<file path="src/rtl/core/xalu_pkg.sv">
// shared types and constants of the 16-bit execute unit with flags
// operation codes, flag bit positions and the execute result bundle
// no dependencies
package xalu_pkg;

	localparam int unsigned DataW = 16;
	localparam int unsigned ModeW = 4;

	typedef enum logic [ModeW-1:0] {
		MODE_ADC = 4'd0,
		MODE_AND = 4'd1,
		MODE_CMP = 4'd2,
		MODE_AAA = 4'd3,
		MODE_AAS = 4'd4,
		MODE_AAD = 4'd5,
		MODE_AAM = 4'd6,
		MODE_CBW = 4'd7,
		MODE_STC = 4'd8,
		MODE_CLC = 4'd9,
		MODE_CMC = 4'd10,
		MODE_STD = 4'd11,
		MODE_CLD = 4'd12,
		MODE_STI = 4'd13,
		MODE_CLI = 4'd14
	} mode_t;

	// flag bit positions in the flags word
	localparam int unsigned FL_CF = 0;
	localparam int unsigned FL_PF = 2;
	localparam int unsigned FL_AF = 4;
	localparam int unsigned FL_ZF = 6;
	localparam int unsigned FL_SF = 7;
	localparam int unsigned FL_IF = 9;
	localparam int unsigned FL_DF = 10;
	localparam int unsigned FL_OF = 11;

	// decimal adjust constants
	localparam logic [3:0] BCD_MAX_DIGIT = 4'd9;
	localparam logic [7:0] BCD_ADJ = 8'd6;
	// x / 10 == (x * 205) >> 11 for every 8-bit x
	localparam logic [7:0] DIV10_MUL = 8'd205;
	localparam int unsigned DIV10_SHIFT = 11;

	typedef struct packed {
		logic [DataW-1:0] result;
		logic             write_back;
		logic [DataW-1:0] flags;
	} exec_res_t;

endpackage

</file>
<file path="src/rtl/core/xalu_in_if.sv">
// input channel of the execute unit: valid/ready with operation and operands
// depends on xalu_pkg for widths
interface xalu_in_if;
	logic                          valid;
	logic                          ready;
	logic [xalu_pkg::ModeW-1:0]    mode;
	logic [xalu_pkg::DataW-1:0]    dest_value;
	logic [xalu_pkg::DataW-1:0]    src_value;

	modport source (output valid, mode, dest_value, src_value, input ready);
	modport sink (input valid, mode, dest_value, src_value, output ready);
endinterface

</file>
<file path="src/rtl/core/xalu_out_if.sv">
// output channel of the execute unit: valid/ready with result and flags
// depends on xalu_pkg for widths
interface xalu_out_if;
	logic                          valid;
	logic                          ready;
	logic [xalu_pkg::DataW-1:0]    result;
	logic                          write_back;
	logic [xalu_pkg::DataW-1:0]    flags_out;

	modport source (output valid, result, write_back, flags_out, input ready);
	modport sink (input valid, result, write_back, flags_out, output ready);
endinterface

</file>
<file path="src/rtl/core/xalu_exec.sv">
// combinational execute logic: one operation against the current flags
// depends on xalu_pkg
module xalu_exec (
	input  logic [xalu_pkg::ModeW-1:0] mode,
	input  logic [xalu_pkg::DataW-1:0] dest_value,
	input  logic [xalu_pkg::DataW-1:0] src_value,
	input  logic [xalu_pkg::DataW-1:0] flags_in,
	output xalu_pkg::exec_res_t        res
);
	import xalu_pkg::*;

	logic [DataW:0]   sum;
	logic [DataW:0]   diff;
	logic [DataW-1:0] and_r;
	logic [7:0]       al;
	logic [7:0]       ah;
	logic             bcd_adj;
	logic [7:0]       aad_r;
	logic [15:0]      div_prod;
	logic [7:0]       aam_q;
	logic [7:0]       aam_r;
	logic [DataW-1:0] szp_val;
	logic             szp_en;
	logic [DataW-1:0] fl;
	logic [DataW-1:0] r;
	logic             wb;

	assign al = dest_value[7:0];
	assign ah = dest_value[15:8];

	assign sum = {1'b0, dest_value} + {1'b0, src_value} + {{DataW{1'b0}}, flags_in[FL_CF]};
	assign diff = {1'b0, dest_value} - {1'b0, src_value};
	assign and_r = dest_value & src_value;

	assign bcd_adj = (al[3:0] > BCD_MAX_DIGIT) || flags_in[FL_AF];

	// al + ah * 10 modulo 256, as shifts
	assign aad_r = al + {ah[4:0], 3'b000} + {ah[6:0], 1'b0};

	// divide by ten through the reciprocal multiply
	assign div_prod = al * DIV10_MUL;
	assign aam_q = 8'(div_prod >> DIV10_SHIFT);
	assign aam_r = al - ({aam_q[4:0], 3'b000} + {aam_q[6:0], 1'b0});

	always_comb begin
		fl = flags_in;
		r = '0;
		wb = 1'b0;
		szp_val = '0;
		szp_en = 1'b0;
		case (mode_t'(mode))
			MODE_ADC: begin
				r = sum[DataW-1:0];
				wb = 1'b1;
				fl[FL_CF] = sum[DataW];
				fl[FL_AF] = dest_value[4] ^ src_value[4] ^ sum[4];
				fl[FL_OF] = (dest_value[15] ^ sum[15]) & (src_value[15] ^ sum[15]);
				szp_val = sum[DataW-1:0];
				szp_en = 1'b1;
			end
			MODE_AND: begin
				r = and_r;
				wb = 1'b1;
				fl[FL_CF] = 1'b0;
				fl[FL_OF] = 1'b0;
				szp_val = and_r;
				szp_en = 1'b1;
			end
			MODE_CMP: begin
				r = diff[DataW-1:0];
				fl[FL_CF] = diff[DataW];
				fl[FL_AF] = dest_value[4] ^ src_value[4] ^ diff[4];
				fl[FL_OF] = (dest_value[15] ^ src_value[15]) & (dest_value[15] ^ diff[15]);
				szp_val = diff[DataW-1:0];
				szp_en = 1'b1;
			end
			MODE_AAA: begin
				wb = 1'b1;
				fl[FL_AF] = bcd_adj;
				fl[FL_CF] = bcd_adj;
				if (bcd_adj) begin
					r = {ah + 8'd1, 4'b0000, 4'(al + BCD_ADJ)};
				end else begin
					r = {ah, 4'b0000, al[3:0]};
				end
			end
			MODE_AAS: begin
				wb = 1'b1;
				fl[FL_AF] = bcd_adj;
				fl[FL_CF] = bcd_adj;
				if (bcd_adj) begin
					r = {ah - 8'd1, 4'b0000, 4'(al - BCD_ADJ)};
				end else begin
					r = {ah, 4'b0000, al[3:0]};
				end
			end
			MODE_AAD: begin
				wb = 1'b1;
				r = {8'h00, aad_r};
			end
			MODE_AAM: begin
				wb = 1'b1;
				r = {aam_q, aam_r};
			end
			MODE_CBW: begin
				wb = 1'b1;
				r = {{8{al[7]}}, al};
			end
			MODE_STC: fl[FL_CF] = 1'b1;
			MODE_CLC: fl[FL_CF] = 1'b0;
			MODE_CMC: fl[FL_CF] = ~flags_in[FL_CF];
			MODE_STD: fl[FL_DF] = 1'b1;
			MODE_CLD: fl[FL_DF] = 1'b0;
			MODE_STI: fl[FL_IF] = 1'b1;
			MODE_CLI: fl[FL_IF] = 1'b0;
			default: begin
			end
		endcase
		if (szp_en) begin
			fl[FL_SF] = szp_val[DataW-1];
			fl[FL_ZF] = (szp_val == '0);
			fl[FL_PF] = ~^szp_val[7:0];
		end
		res.result = r;
		res.write_back = wb;
		res.flags = fl;
	end

endmodule

</file>
<file path="src/rtl/core/x86_16bit_alu_with_flags_unit.sv">
// top level of the 16-bit execute unit with flags register
// depends on xalu_pkg, xalu_in_if, xalu_out_if and xalu_exec
//
// usage
// - in_ch carries one operation per transfer: mode, dest_value (AX for the
//   decimal adjusts and cbw) and src_value
// - out_ch returns exactly one transfer per input transfer, in order: result,
//   write_back mark and the flags word as it stands after the operation
// - path: the item is captured in an input register, executed against the
//   flags register and the outcome is captured in the result register
// - throughput: one item per cycle while out_ch.ready stays high; the only
//   loop is the flags register, which is updated in the same cycle the item
//   leaves the input register
// - stall: when the receiver holds ready low the result register keeps its
//   transfer, the input register fills, and in_ch.ready drops only once both
//   are occupied; nothing is lost or repeated
// - reset: arst_n clears both valid bits and the flags register to zero
module x86_16bit_alu_with_flags_unit (
	input logic        clk,
	input logic        arst_n,
	xalu_in_if.sink    in_ch,
	xalu_out_if.source out_ch
);
	import xalu_pkg::*;

	// input register stage
	logic                valid_s1;
	logic [ModeW-1:0]    mode_s1;
	logic [DataW-1:0]    dest_s1;
	logic [DataW-1:0]    src_s1;

	// result register stage
	logic                valid_s2;
	exec_res_t           res_s2;

	// architectural flags
	logic [DataW-1:0]    flags_q;

	exec_res_t           exec_res;
	logic                s2_free;
	logic                s1_move;

	// result register can take a new item when empty or draining this cycle
	assign s2_free = !valid_s2 || out_ch.ready;
	assign s1_move = valid_s1 && s2_free;
	assign in_ch.ready = !valid_s1 || s2_free;

	xalu_exec u_exec (
		.mode       (mode_s1),
		.dest_value (dest_s1),
		.src_value  (src_s1),
		.flags_in   (flags_q),
		.res        (exec_res)
	);

	// control: valid bits and flags
	always_ff @(posedge clk or negedge arst_n) begin
		if (!arst_n) begin
			valid_s1 <= 1'b0;
			valid_s2 <= 1'b0;
			flags_q <= '0;
		end else begin
			if (in_ch.ready) begin
				valid_s1 <= in_ch.valid;
			end
			if (s2_free) begin
				valid_s2 <= valid_s1;
			end
			// flags commit when the item leaves the input register
			if (s1_move) begin
				flags_q <= exec_res.flags;
			end
		end
	end

	// payload registers
	always_ff @(posedge clk) begin
		if (in_ch.ready && in_ch.valid) begin
			mode_s1 <= in_ch.mode;
			dest_s1 <= in_ch.dest_value;
			src_s1 <= in_ch.src_value;
		end
		if (s1_move) begin
			res_s2 <= exec_res;
		end
	end

	assign out_ch.valid = valid_s2;
	assign out_ch.result = res_s2.result;
	assign out_ch.write_back = res_s2.write_back;
	assign out_ch.flags_out = res_s2.flags;

endmodule
</file>
<file path="src/flat_wrapper.sv">
// flat-port wrapper written by rule: the top's interface ports become plain ports
module x86_16bit_alu_with_flags_unit_flat import xalu_pkg::*;
  (clk, arst_n, in_ch_valid, in_ch_mode, in_ch_dest_value, in_ch_src_value, in_ch_ready, out_ch_valid, out_ch_result, out_ch_write_back, out_ch_flags_out, out_ch_ready);
  xalu_in_if in_ch_i ();
  xalu_out_if out_ch_i ();
  input logic clk;
  input logic arst_n;
  input wire logic [$bits(in_ch_i.valid)-1:0] in_ch_valid;
  input wire logic [$bits(in_ch_i.mode)-1:0] in_ch_mode;
  input wire logic [$bits(in_ch_i.dest_value)-1:0] in_ch_dest_value;
  input wire logic [$bits(in_ch_i.src_value)-1:0] in_ch_src_value;
  output wire logic [$bits(in_ch_i.ready)-1:0] in_ch_ready;
  output wire logic [$bits(out_ch_i.valid)-1:0] out_ch_valid;
  output wire logic [$bits(out_ch_i.result)-1:0] out_ch_result;
  output wire logic [$bits(out_ch_i.write_back)-1:0] out_ch_write_back;
  output wire logic [$bits(out_ch_i.flags_out)-1:0] out_ch_flags_out;
  input wire logic [$bits(out_ch_i.ready)-1:0] out_ch_ready;
  assign in_ch_i.valid = in_ch_valid;
  assign in_ch_i.mode = in_ch_mode;
  assign in_ch_i.dest_value = in_ch_dest_value;
  assign in_ch_i.src_value = in_ch_src_value;
  assign in_ch_ready = in_ch_i.ready;
  assign out_ch_valid = out_ch_i.valid;
  assign out_ch_result = out_ch_i.result;
  assign out_ch_write_back = out_ch_i.write_back;
  assign out_ch_flags_out = out_ch_i.flags_out;
  assign out_ch_i.ready = out_ch_ready;
  x86_16bit_alu_with_flags_unit u_core (.clk(clk), .arst_n(arst_n), .in_ch(in_ch_i), .out_ch(out_ch_i));
endmodule
</file>
<file path="config.mk">
export PLATFORM = sky130hd
export DESIGN_NAME = x86_16bit_alu_with_flags_unit_flat
export DESIGN_NICKNAME = d
export VERILOG_FILES = /design/src/rtl/core/xalu_pkg.sv /design/src/rtl/core/xalu_in_if.sv /design/src/rtl/core/xalu_out_if.sv /design/src/rtl/core/xalu_exec.sv /design/src/rtl/core/x86_16bit_alu_with_flags_unit.sv /design/src/flat_wrapper.sv
export SDC_FILE = /design/constraint.sdc
export NUM_CORES = 1
export LEC_CHECK = 0
export BUFFER_PORTS_ARGS = -buffer_cell sky130_fd_sc_hd__buf_2
export CORE_MARGIN = 5
export CORE_UTILIZATION = 30
export CTS_CLUSTER_DIAMETER = 40
export DETAILED_ROUTE_END_ITERATION = 7
export GPL_TIMING_DRIVEN = 0
export PLACE_DENSITY = 0.52
export SLEW_MARGIN = 0
export SYNTH_ARGS = -nofsm -noshare
export SYNTH_HDL_FRONTEND = slang
export SYNTH_SLANG_ARGS = --single-unit
</file>
<file path="constraint.sdc">
create_clock -name clk -period 18.6 [get_ports clk]
set_input_delay 2.79 -clock clk [delete_from_list [all_inputs] [get_ports clk]]
set_output_delay 2.79 -clock clk [all_outputs]
set_load 0.02 [all_outputs]
</file>
== Word level (Yosys, flattened, before mapping) ==
Index checks and enable logic that the tools add are counted.

* Flip-flop bits (word level): 71
* Bits of input ports: 40
* Output and inout bits: 35
* Word-level logic and storage cells: 74

* Add/subtract/negate cells: 11
* Multiply operators: 1
* Magnitude comparators: 1
* Equality and inequality tests: 14
* Muxes and demuxes: 13
* Bitwise logic cells: 11
* Reductions and logical operators: 14

{| class="wikitable"
|+ Operators by type and width
! operator !! number
|-
| $pmux 16 s8 || 1
|-
| $pmux 16 s3 || 1
|-
| $mux 16 || 2
|-
| $eq 4x4->1 const B || 7
|-
| $add 16x16->17 || 1
|-
| $add 17x1->17 || 1
|-
| $sub 16x16->17 || 1
|-
| $add 8x8->8 || 2
|-
| $and 16x16->16 || 1
|-
| $eq 4x3->1 const B || 4
|-
| $logic_not 16->1 || 1
|-
| $mul 8x8->16 const B || 1
|-
| $add 8x1->8 const B || 1
|-
| $add 8x6->8 || 1
|-
| $eq 4x2->1 const B || 2
|-
| $reduce_xnor 8->1 || 1
|-
| $sub 8x1->8 const B || 1
|-
| $sub 8x8->8 || 1
|-
| $reduce_or 7->1 || 1
|-
| $xor 1x1->1 || 7
|-
| $pmux 1 s3 || 2
|-
| $pmux 1 s6 || 1
|-
| $add 4x3->4 const B || 1
|-
| $eq 4x1->1 const B || 1
|-
| other kinds (13) || 22
|}

== Longest topological paths before layout ==
Gate-level depths: netlist (run 1).

* Word-level depth: 5
* Gate-level depth with buffers: 23
* Depth with buffers taken out: 23

== Cells and area by module ==
From an unflattened synthesis (run 1), not the netlist that was laid out.

* Cell total of the unflattened synthesis: 766
* Area total of the unflattened synthesis: 7652.3 µm²

{| class="wikitable"
|+ Modules (own cells, without submodules)
! module !! instances !! cells each !! area each (µm²) !! sequential area each (µm²)
|-
| xalu_exec || 1 || 655 || 4839.6 || 0.0
|-
| x86_16bit_alu_with_flags_unit || 1 || 111 || 2812.7 || 2522.4
|}

== Worst setup path before layout (run 1) ==
OpenSTA, ideal clock, no wires.

* Path type: register to register
* Start: register u_core.dest_s1[1]
* End: register u_core.res_s2, in the netlist u_core.out_ch.result[7], data pin
* Library setup time: 0.272 ns
* Arrival: 5.716 ns
* Data required time: 18.328 ns
* Path slack: 12.612 ns
* Stages on the path, launching flop included: 23
* Buffers on the path: 0
* Clock period less this slack: 5.988 ns
* Path through: edfxtp_1 > inv_1 > ha_1 > xor2_1 > ha_1 > fa_1 > inv_1 > fa_1 > inv_1 > ha_1 > a2111o_1 > a21o_1 > a221o_1 > xor2_1 > fa_1 > inv_1 > ha_1 > or2_2 > a21oi_1 > a41oi_1 > a31oi_1 > xnor2_1 > o211ai_1

{| class="wikitable"
|+ RTL lines
! element !! RTL line !! text
|-
| from (decl) || x86_16bit_alu_with_flags_unit.sv:29 || <nowiki>logic [DataW-1:0] dest_s1;</nowiki>
|-
| from (signal assigned) || x86_16bit_alu_with_flags_unit.sv:80 || <nowiki>dest_s1 <= in_ch.dest_value;</nowiki>
|-
| to (signal assigned) || x86_16bit_alu_with_flags_unit.sv:84 || <nowiki>res_s2 <= exec_res;</nowiki>
|-
| to (decl) || x86_16bit_alu_with_flags_unit.sv:34 || <nowiki>exec_res_t res_s2;</nowiki>
|}

==> results of run 1 <==
[report_power, final]
group	total, mW	internal (mW)	leakage (nW)	switching (mW)
logic	0.425	0.180	2.73	0.245
registers	0.214	0.199	0.714	0.0158
clock network	0.183	0.116	0.149	0.0672
[critical path: cells and delay by family, from the launching register on]
kind,cells,cell delay (ps)
fa+ha+maj,7,2830
compound gates,6,1170
xor+xnor,3,740
simple gates,3,700
flops,1,630
buf+inv,4,390
[sequential cells by signal, summed over array words and instances (netlist names)]
register	cells
u_core.out_ch.result	16
u_core.src_s1	16
u_core.out_ch.write_back	1
u_core.dest_s1	16
u_core.out_ch.flags_out	8
u_core.valid_s1	1
u_core.flags_q	8
u_core.mode_s1	4
u_core.out_ch.valid	1
[routing by layer]
| layer | global-route usage [%] | part of all wire (%) |
|---|---|---|
| met1 | 21.03 | 49 |
| met2 | 22.96 | 44 |
| met3 | 2.987 | 6.2 |
| met4 | 4.041 | 1.4 |
| met5 | 0 | 0 |
[cells in the mapped netlist (8+ instances only)]
master | count | area share, %
a21oi_1 | 51 | 3.6
a221oi_1 | 8 | 1.0
a22oi_1 | 9 | 0.97
buf_4 | 9 | 0.97
clkbuf_1 | 13 | 0.70
dfrtp_1 | 10 | 3.6
edfxtp_1 | 61 | 26
fa_1 | 21 | 6.0
ha_1 | 100 | 18
inv_1 | 79 | 4.2
nand2_1 | 47 | 2.5
nand2b_1 | 8 | 0.72
nand3_1 | 13 | 0.93
nor2_1 | 48 | 2.6
nor3_1 | 17 | 1.2
o211ai_1 | 9 | 0.97
o21ai_0 | 31 | 2.2
xnor2_1 | 33 | 4.1
xor2_1 | 15 | 1.9
[worst max-delay path by stage]
stage | end | slack, ps | cells past startpoint
5_1_grt | u_core.out_ch.result[7] | 11330 | 23
6_report | u_core.out_ch.result[7] | 11840 | 23
3_3_place_gp | u_core.out_ch.result[7] | 11910 | 23
2_1_floorplan | u_core.out_ch.result[7] | 12610 | 22
3_5_place_dp | u_core.out_ch.result[7] | 11870 | 23
4_1_cts | u_core.out_ch.result[7] | 11830 | 23
[final cells by class]
cell class	count	share of cell area, %
sequential	71	25.84
clock inverter	6	1.056
tap	313	4.861
inverter	80	3.727
multi-input combinational	556	54.71
timing repair buffer	66	4.100
buffer	34	2.904
clock buffer	9	2.795
[kinds of logic after synthesis]
family	share of synthesized area, %
multiplexers	0.8941
AO/OA/AOI/OAI	19.60
flip-flops	29.76
XOR/XNOR	6.009
adder cells (fa/ha/maj)	23.89
AND/OR/NAND/NOR	12.16
buffers and inverters	7.636
other	0.05360
[stage by stage]
step / power, mW / utilization, %
finish: 0.8229 / 35.37
global placement: 0.6346 / 34.00
detailed placement: 0.6362 / 34.01
floorplan: 0.5384 / -
CTS: 0.8274 / 35.37
global route: 0.8976 / 35.37
==> results.cfg, run 1 <==
[sta]
final_max_slew_viol_count = 0
hold_ws_ps = 493.9
layout_setup_ws_ps = 11840
rsz0062_at_grt = false
hold_viol = 0
setup_viol = 0
finalSetupTns_ps = 0
fmax_mhz = 147.9
worst_pin_slew_ps = 1226
maxSlewHeadroom_pct = 17.10
finClkSkew_ps = 7.038
fin_crit_ps = 6763
fin_crit_sh_pct = 36.36

[layout]
instances_no_fill = 1135
seqCellArea_sq_mm = 0.002082
stdcell_area_sq_mm = 0.008056
final_nets = 979
diodes = 0
n_fill_cell = 2340
layout-drive-gt1-share_pct = 15.09
syn2layout_area_growth_pct = 15.15
final_cell_mix = 100 x ha_1, 79 x inv_1, 69 x buf_2
final_common_cell = ha_1
multi_input_area_sq_mm = 0.004408

[global_routing]
grt_overflow = 0
antenna_found_initial = 0
grt_max_degree = 37
grt_pass1_vias = 5598
gr-usage-all-layers_pct = 14.81
grt_pass1_wl_mm = 30.77

[power]
powerDensity_mw_per_mm2 = 102.1
irDropWorstVdd_v = 0.00005415
p_leak_nw = 3.592

[drt]
vias = 5609
wl_per_cell_um = 16.89
finalWirelength_mm = 19.17
vias_per_cell = 4.942
drtIter0Drc = 453
drc = 0
detail-route-antenna-nets = 0
first_pass_iters = 5

[cts]
htree_num_levels = 3
clock_latency_ps = 350
cts_tree = done
cts_setup_buffers = 0
hold_buffers = 0
clkTransAtPathRegs_ps = 60
cts_resized = 0
cts_buffers = 9
cts_root_buffer = clkbuf_16
cts.sinks = 71
clock_path_buffers = 2

[setup_path]
crit_chain = inv_1 -> ha_1 -> xor2_1 -> ha_1 -> fa_1 -> inv_1 -> fa_1 -> inv_1 -> ha_1 -> nor3_1 -> o21bai_1 -> and3_1 -> a221o_1 -> xor2_1 -> fa_1 -> inv_1 -> ha_1 -> or2_2 -> a21oi_1 -> a41oi_1 -> a31oi_1 -> xnor2_1 -> o211ai_1
r2r-end = u_core.out_ch.result[7]
critPathKind = reg -> reg
crit_arrival_ps = 6810
rrSetupSlack_ps = 11840
cp.required_ps = 18650
cp_slowest_cell = edfxtp_1
end_kind = flop
cpPeakStageDelay_ps = 630
r2r-start = u_core.dest_s1[1]
r2r_cells = 23
cp-start-kind = flop
crit_path_start = u_core.dest_s1[1]
worstPathMaxFanout = 11

[hold_path]
holdPathStages = 1
hold_class = reg -> reg
hold_start = u_core.valid_s1
holdPathEnd = u_core.out_ch.valid

[floorplan]
rows = 55
coreArea_sq_mm = 0.02278
die_y_um = 162.7
ioPinCount = 75
start_util_pct = 30.72
die_area_sq_mm = 0.02648
die_x_um = 162.7

[synth]
synth_ff_type = edfxtp_1
synth.distinct_cells = 76
synth_edf_count = 61
async_flop_share_pct = 14.08
synth_area_sq_mm = 0.006997
syn_avg_cell_area_sq_um = 9.532
synth_seq_cells = 71
synth.yosys.seq_area_share_pct = 29.76
ys_warn_count = 0
synthCells = 734

[job]
drv_cap = 0

[placed_design]
dp.cells = 1120
dp_slack_ps = 11870
place_hpwl_mm = 15.21
place_congestion = 0.9164
placed_cell_area_sq_mm = 0.007746
io_buffers = 66

[run_status]
status = finished, final reports clean
(Power assumes the default switching activity.)
==> run 2: changes to the inputs <==
--- a/config.mk
+++ b/config.mk
@@ -11,7 +11,7 @@
 export CTS_CLUSTER_DIAMETER = 40
 export DETAILED_ROUTE_END_ITERATION = 7
 export GPL_TIMING_DRIVEN = 0
-export PLACE_DENSITY = 0.52
+export PLACE_DENSITY = 0.54
 export SLEW_MARGIN = 0
 export SYNTH_ARGS = -nofsm -noshare
 export SYNTH_HDL_FRONTEND = slang
==> constraint.sdc (replaced) <==
create_clock -name clk -period 6.1 [get_ports clk]
set_input_delay 0.915 -clock clk [delete_from_list [all_inputs] [get_ports clk]]
set_output_delay 0.915 -clock clk [all_outputs]
set_load 0.02 [all_outputs]
==> run 2 against run 1 <==
  * Final area grew 4.7%
  * Highest routed layer unchanged
  * Sequential power rose to 3.0 times the previous value
  * Largest cell class unchanged
  * Sequential share of layout area decreased by 1.2 points
==> results.cfg, run 2 (synthesized netlist as in run 1, its figures left out) <==
[drt]
wl_per_cell_um = 17.12
first_pass_iters = 6
vias_per_cell = 4.977
finalWirelength_mm = 19.86
detail-route-antenna-nets = 0
drc = 0
vias = 5773
drtIter0Drc = 528

[sta]
hold_viol = 0
fmax_mhz = 168.7
fin_crit_sh_pct = 97.15
finClkSkew_ps = 9.722
fin_crit_ps = 5926
final_max_slew_viol_count = 0
finalSetupTns_ps = 0
worst_pin_slew_ps = 1123
rsz0062_at_grt = true
hold_ws_ps = 439.0
setup_viol = 0
layout_setup_ws_ps = 173.7
maxSlewHeadroom_pct = 24.17

[power]
powerDensity_mw_per_mm2 = 321.0
irDropWorstVdd_v = 0.0001854
power_mw = 2.708
p_leak_nw = 3.735

[setup_path]
critPathKind = reg -> reg
end_kind = flop
crit_arrival_ps = 5980
cp.required_ps = 6150
cp-start-kind = flop
worstPathMaxFanout = 4

[cts]
clock_path_buffers = 2
cts_tree = done
cts.sinks = 71
cts_root_buffer = clkbuf_16
clkTransAtPathRegs_ps = 60
cts_buffers = 9
htree_num_levels = 3
clock_latency_ps = 350

[layout]
syn2layout_area_growth_pct = 20.57
final_cell_mix = 91 x ha_1, 75 x inv_1, 69 x buf_2
n_fill_cell = 2334
diodes = 0
final_util_pct = 37.03
final_nets = 1003
layout-drive-gt1-share_pct = 20.43
stdcell_area_sq_mm = 0.008436
instances_no_fill = 1160
final_common_cell = ha_1

[global_routing]
antenna_found_initial = 0
grt_overflow = 0
gr-max-usage-layer = met2
grt_pass1_wl_mm = 31.08
gr-usage-all-layers_pct = 15.07
grt_max_degree = 37
use_met3_pct = 2.658
grt_pass1_vias = 5586
use_met2_pct = 22.83
met1_usage_pct = 22.23

[placed_design]
dp.cells = 1120
place_hpwl_mm = 15.10
place_congestion = 0.9142
dp_slack_ps = -647.7
io_buffers = 66
placed_cell_area_sq_mm = 0.007746

[floorplan]
ioPinCount = 75
die_area_sq_mm = 0.02648
die_x_um = 162.7
start_util_pct = 30.72
coreArea_sq_mm = 0.02278
rows = 55
die_y_um = 162.7

[hold_path]
hold_class = in -> async

[run_status]
status = finished, final reports clean

[job]
drv_cap = 0
## run 2: changes by cell type in the layout (fill, tap and decap cells not counted), sizes merged
cell / previous run / this run
buf: 80 / 104
clkbuf: 29 / 30
bufinv: 2 / 3
clkinvlp: 1 / 0
## run 2: cell type report
cell class                      instances  area [sq um]  share of cell area [%]
Buffer                                 34         234.0                   2.774
Clock buffer                           10         229.0                   2.714
Clock inverter                          6         107.6                   1.276
Inverter                               80         300.3                   3.560
Multi-Input combinational cell        556          4573                   54.21
Sequential cell                        71          2082                   24.68
Tap cell                              313         391.6                   4.643
Timing Repair Buffer                   90         518.0                   6.141
## run 2: what timing repair did
action / 4_1_cts / 5_1_grt
setup buffers: 17 / 7
hold buffers: 0 / 0
gates resized for setup: 10 / 20
cloned: 0 / 0
pin swaps: 3 / 7
setup endpoints to repair: 4 / 4
## run 2: metal layers
metal / vias to the layer above / routed length (um)
li1: 2873 / -
met1: 2722 / 9984
met5: - / 0
met3: 24 / 1007
met4: 0 / 335
met2: 154 / 8528
## run 2: final timing paths
kind                                   start                 endpoint  slack, ps  cells past startpoint
max in group asynchronous             arst_n        u_core.flags_q[4]       5450                      1
min in group clk             u_core.valid_s1      u_core.out_ch.valid        500                      1
max reg2reg                u_core.dest_s1[1]  u_core.out_ch.result[7]        170                     22
min reg2reg                  u_core.valid_s1      u_core.out_ch.valid        500                      1
max                        u_core.dest_s1[1]  u_core.out_ch.result[7]        170                     22
min                                   arst_n      u_core.out_ch.valid        440                      1
## run 2: critical path, cell delays in order, from the launching register on
cell      delay, ps
edfxtp_1        430
buf_6           160
ha_2            190
xor2_2          200
ha_4            230
fa_1            500
inv_1            60
fa_1            530
inv_1            40
ha_1            210
a2111o_1        410
a21o_1          200
a221o_2         420
xor2_4          180
fa_1            510
inv_1            70
ha_4            250
or2_2           310
a21oi_2         160
a41oi_2          70
a31oi_1         250
xnor2_1         150
o211ai_1        120
## run 2: report_power, final
group | switching, mW | leakage (nW) | internal [mW]
Clock | 0.210 | 0.164 | 0.399
Combinational | 0.811 | 2.86 | 0.643
Sequential | 0.0401 | 0.714 | 0.605
Total | 1.06 | 3.73 | 1.65
==> run 3: changes to the inputs <==
--- a/config.mk
+++ b/config.mk
@@ -10,7 +10,6 @@
 export CORE_UTILIZATION = 30
 export CTS_CLUSTER_DIAMETER = 40
 export DETAILED_ROUTE_END_ITERATION = 7
-export GPL_TIMING_DRIVEN = 0
 export PLACE_DENSITY = 0.54
 export SLEW_MARGIN = 0
 export SYNTH_ARGS = -nofsm -noshare
==> run 3 against run 2 <==
  * Sequential share of layout area increased by 1.5 points
  * Cell count decreased by 3.5%
  * Routed wire length down 4.2%
  * Setup slack gained 73 ps
  * Core utilization is 2.1 points lower
  * Register-to-register slack gained 70 ps
  * Final area fell by 5.6%
  * Critical path depth up 1
  * Combinational power fell by 8%
  * Count of clock-buffer cells in the layout up 2
  * Largest cell class unchanged
  * Highest routed layer is now met5
==> results.cfg, run 3 (synthesized netlist as in run 1, its figures left out) <==
[setup_path]
worstPathMaxFanout = 4
critPathKind = reg -> reg
crit_arrival_ps = 5910
end_kind = flop
cp.required_ps = 6160
cp-start-kind = flop

[job]
drv_cap = 0

[layout]
layout-drive-gt1-share_pct = 15.76
final_cell_mix = 100 x ha_1, 79 x inv_1, 66 x buf_2
diodes = 0
n_fill_cell = 2339
final_util_pct = 34.96
stdcell_area_sq_mm = 0.007963
syn2layout_area_growth_pct = 13.81
final_nets = 962
final_common_cell = ha_1

[power]
irDropWorstVdd_v = 0.0002137
power_mw = 2.497
p_leak_nw = 3.547
powerDensity_mw_per_mm2 = 313.6

[floorplan]
coreArea_sq_mm = 0.02278
die_x_um = 162.7
die_area_sq_mm = 0.02648
rows = 55
start_util_pct = 30.72
die_y_um = 162.7
ioPinCount = 75

[global_routing]
gr-usage-all-layers_pct = 14.36
grt_pass1_wl_mm = 29.75
antenna_found_initial = 1
grt_overflow = 0
grt_max_degree = 37
grt_pass1_vias = 5379

[sta]
finalSetupTns_ps = 0
rsz0062_at_grt = false
fin_crit_ps = 5853
layout_setup_ws_ps = 246.8
setup_viol = 0
maxSlewHeadroom_pct = 40.08
worst_pin_slew_ps = 898.8
finClkSkew_ps = 9.586
final_max_slew_viol_count = 0
hold_viol = 0
fin_crit_sh_pct = 95.95
fmax_mhz = 170.8

[cts]
clkTransAtPathRegs_ps = 60
cts_buffers = 9
cts_tree = done
cts.sinks = 71
cts_root_buffer = clkbuf_16
cts_setup_buffers = 0
clock_path_buffers = 2
hold_buffers = 0
clock_latency_ps = 350
htree_num_levels = 3

[drt]
vias = 5658
drtIter0Drc = 434
wl_per_cell_um = 17.00
detail-route-antenna-nets = 0
drc = 0
vias_per_cell = 5.056
first_pass_iters = 8
finalWirelength_mm = 19.02

[placed_design]
place_hpwl_mm = 15.25
placed_cell_area_sq_mm = 0.007646
dp_slack_ps = 108.0
place_congestion = 0.9007
io_buffers = 66

[run_status]
status = finished, final reports clean

[hold_path]
hold_class = in -> async
==> run 3: through the flow <==
step,hold WS [ps],std cells
finish,437.7,1119
floorplan,457.2,741
detailed placement,490.5,1103
global placement,469.3,1103
global route,441.1,1119
CTS,433.4,1119
==> run 3: report_power, final <==
| part | switching (mW) | leakage (nW) | internal [mW] | total [mW] |
|---|---|---|---|---|
| sequential | 0.0485 | 0.714 | 0.605 | 0.654 |
| clock | 0.197 | 0.146 | 0.305 | 0.502 |
| combinational | 0.762 | 2.69 | 0.580 | 1.34 |
| total | 1.01 | 3.55 | 1.49 | 2.50 |
==> run 3: cell type report <==
class / count / area, sq um / share of cell area, %
well taps: 313 / 391.6 / 4.918
inverters: 80 / 300.3 / 3.771
clock inverters: 4 / 18.77 / 0.2357
multi-input cells: 556 / 4446 / 55.83
flip-flops and latches: 71 / 2082 / 26.15
repair buffers: 83 / 457.9 / 5.751
clock buffers: 12 / 266.5 / 3.347
==> run 3: worst paths after layout <==
path	from	to	slack, ps	depth (start not counted)
max	u_core.dest_s1[1]	u_core.out_ch.result[7]	250	23
min	arst_n	u_core.flags_q[9]	440	1
max reg2reg	u_core.dest_s1[1]	u_core.out_ch.result[7]	250	23
min reg2reg	u_core.valid_s1	u_core.out_ch.valid	500	1
max in group asynchronous	arst_n	u_core.flags_q[6]	5450	1
min in group clk	u_core.valid_s1	u_core.out_ch.valid	500	1
==> run 3: critical path: stages, from the launching register on <==
cell      delay, ps
edfxtp_1        410
inv_1            90
ha_1            250
xor2_1          160
ha_1            300
fa_1            510
inv_1            50
fa_1            520
inv_1            40
ha_1            280
nor3_1          170
o21bai_1        130
and3_1          190
a221o_2         430
xor2_4          200
fa_1            510
inv_1            40
ha_1            320
or2_2           320
a21oi_2         150
a41oi_2          60
a31oi_1         190
xnor2_1         130
o211ai_1         90
==> run 3: what timing repair did <==
item	4_1_cts	5_1_grt
gates resized for setup	0	5
setup endpoints to repair	0	3
endpoints found under the hold margin	0	0
==> run 3: routing by layer <==
layer | routed length, um | part of all wire [%] | track usage, % | vias up
met5 | 7 | 0.037 | 0 | -
met3 | 1119 | 5.9 | 3.037 | 16
met4 | 222 | 1.2 | 3.202 | 2
li1 | - | - | - | 2792
met2 | 8395 | 44 | 21.98 | 164
met1 | 9279 | 49 | 20.83 | 2684
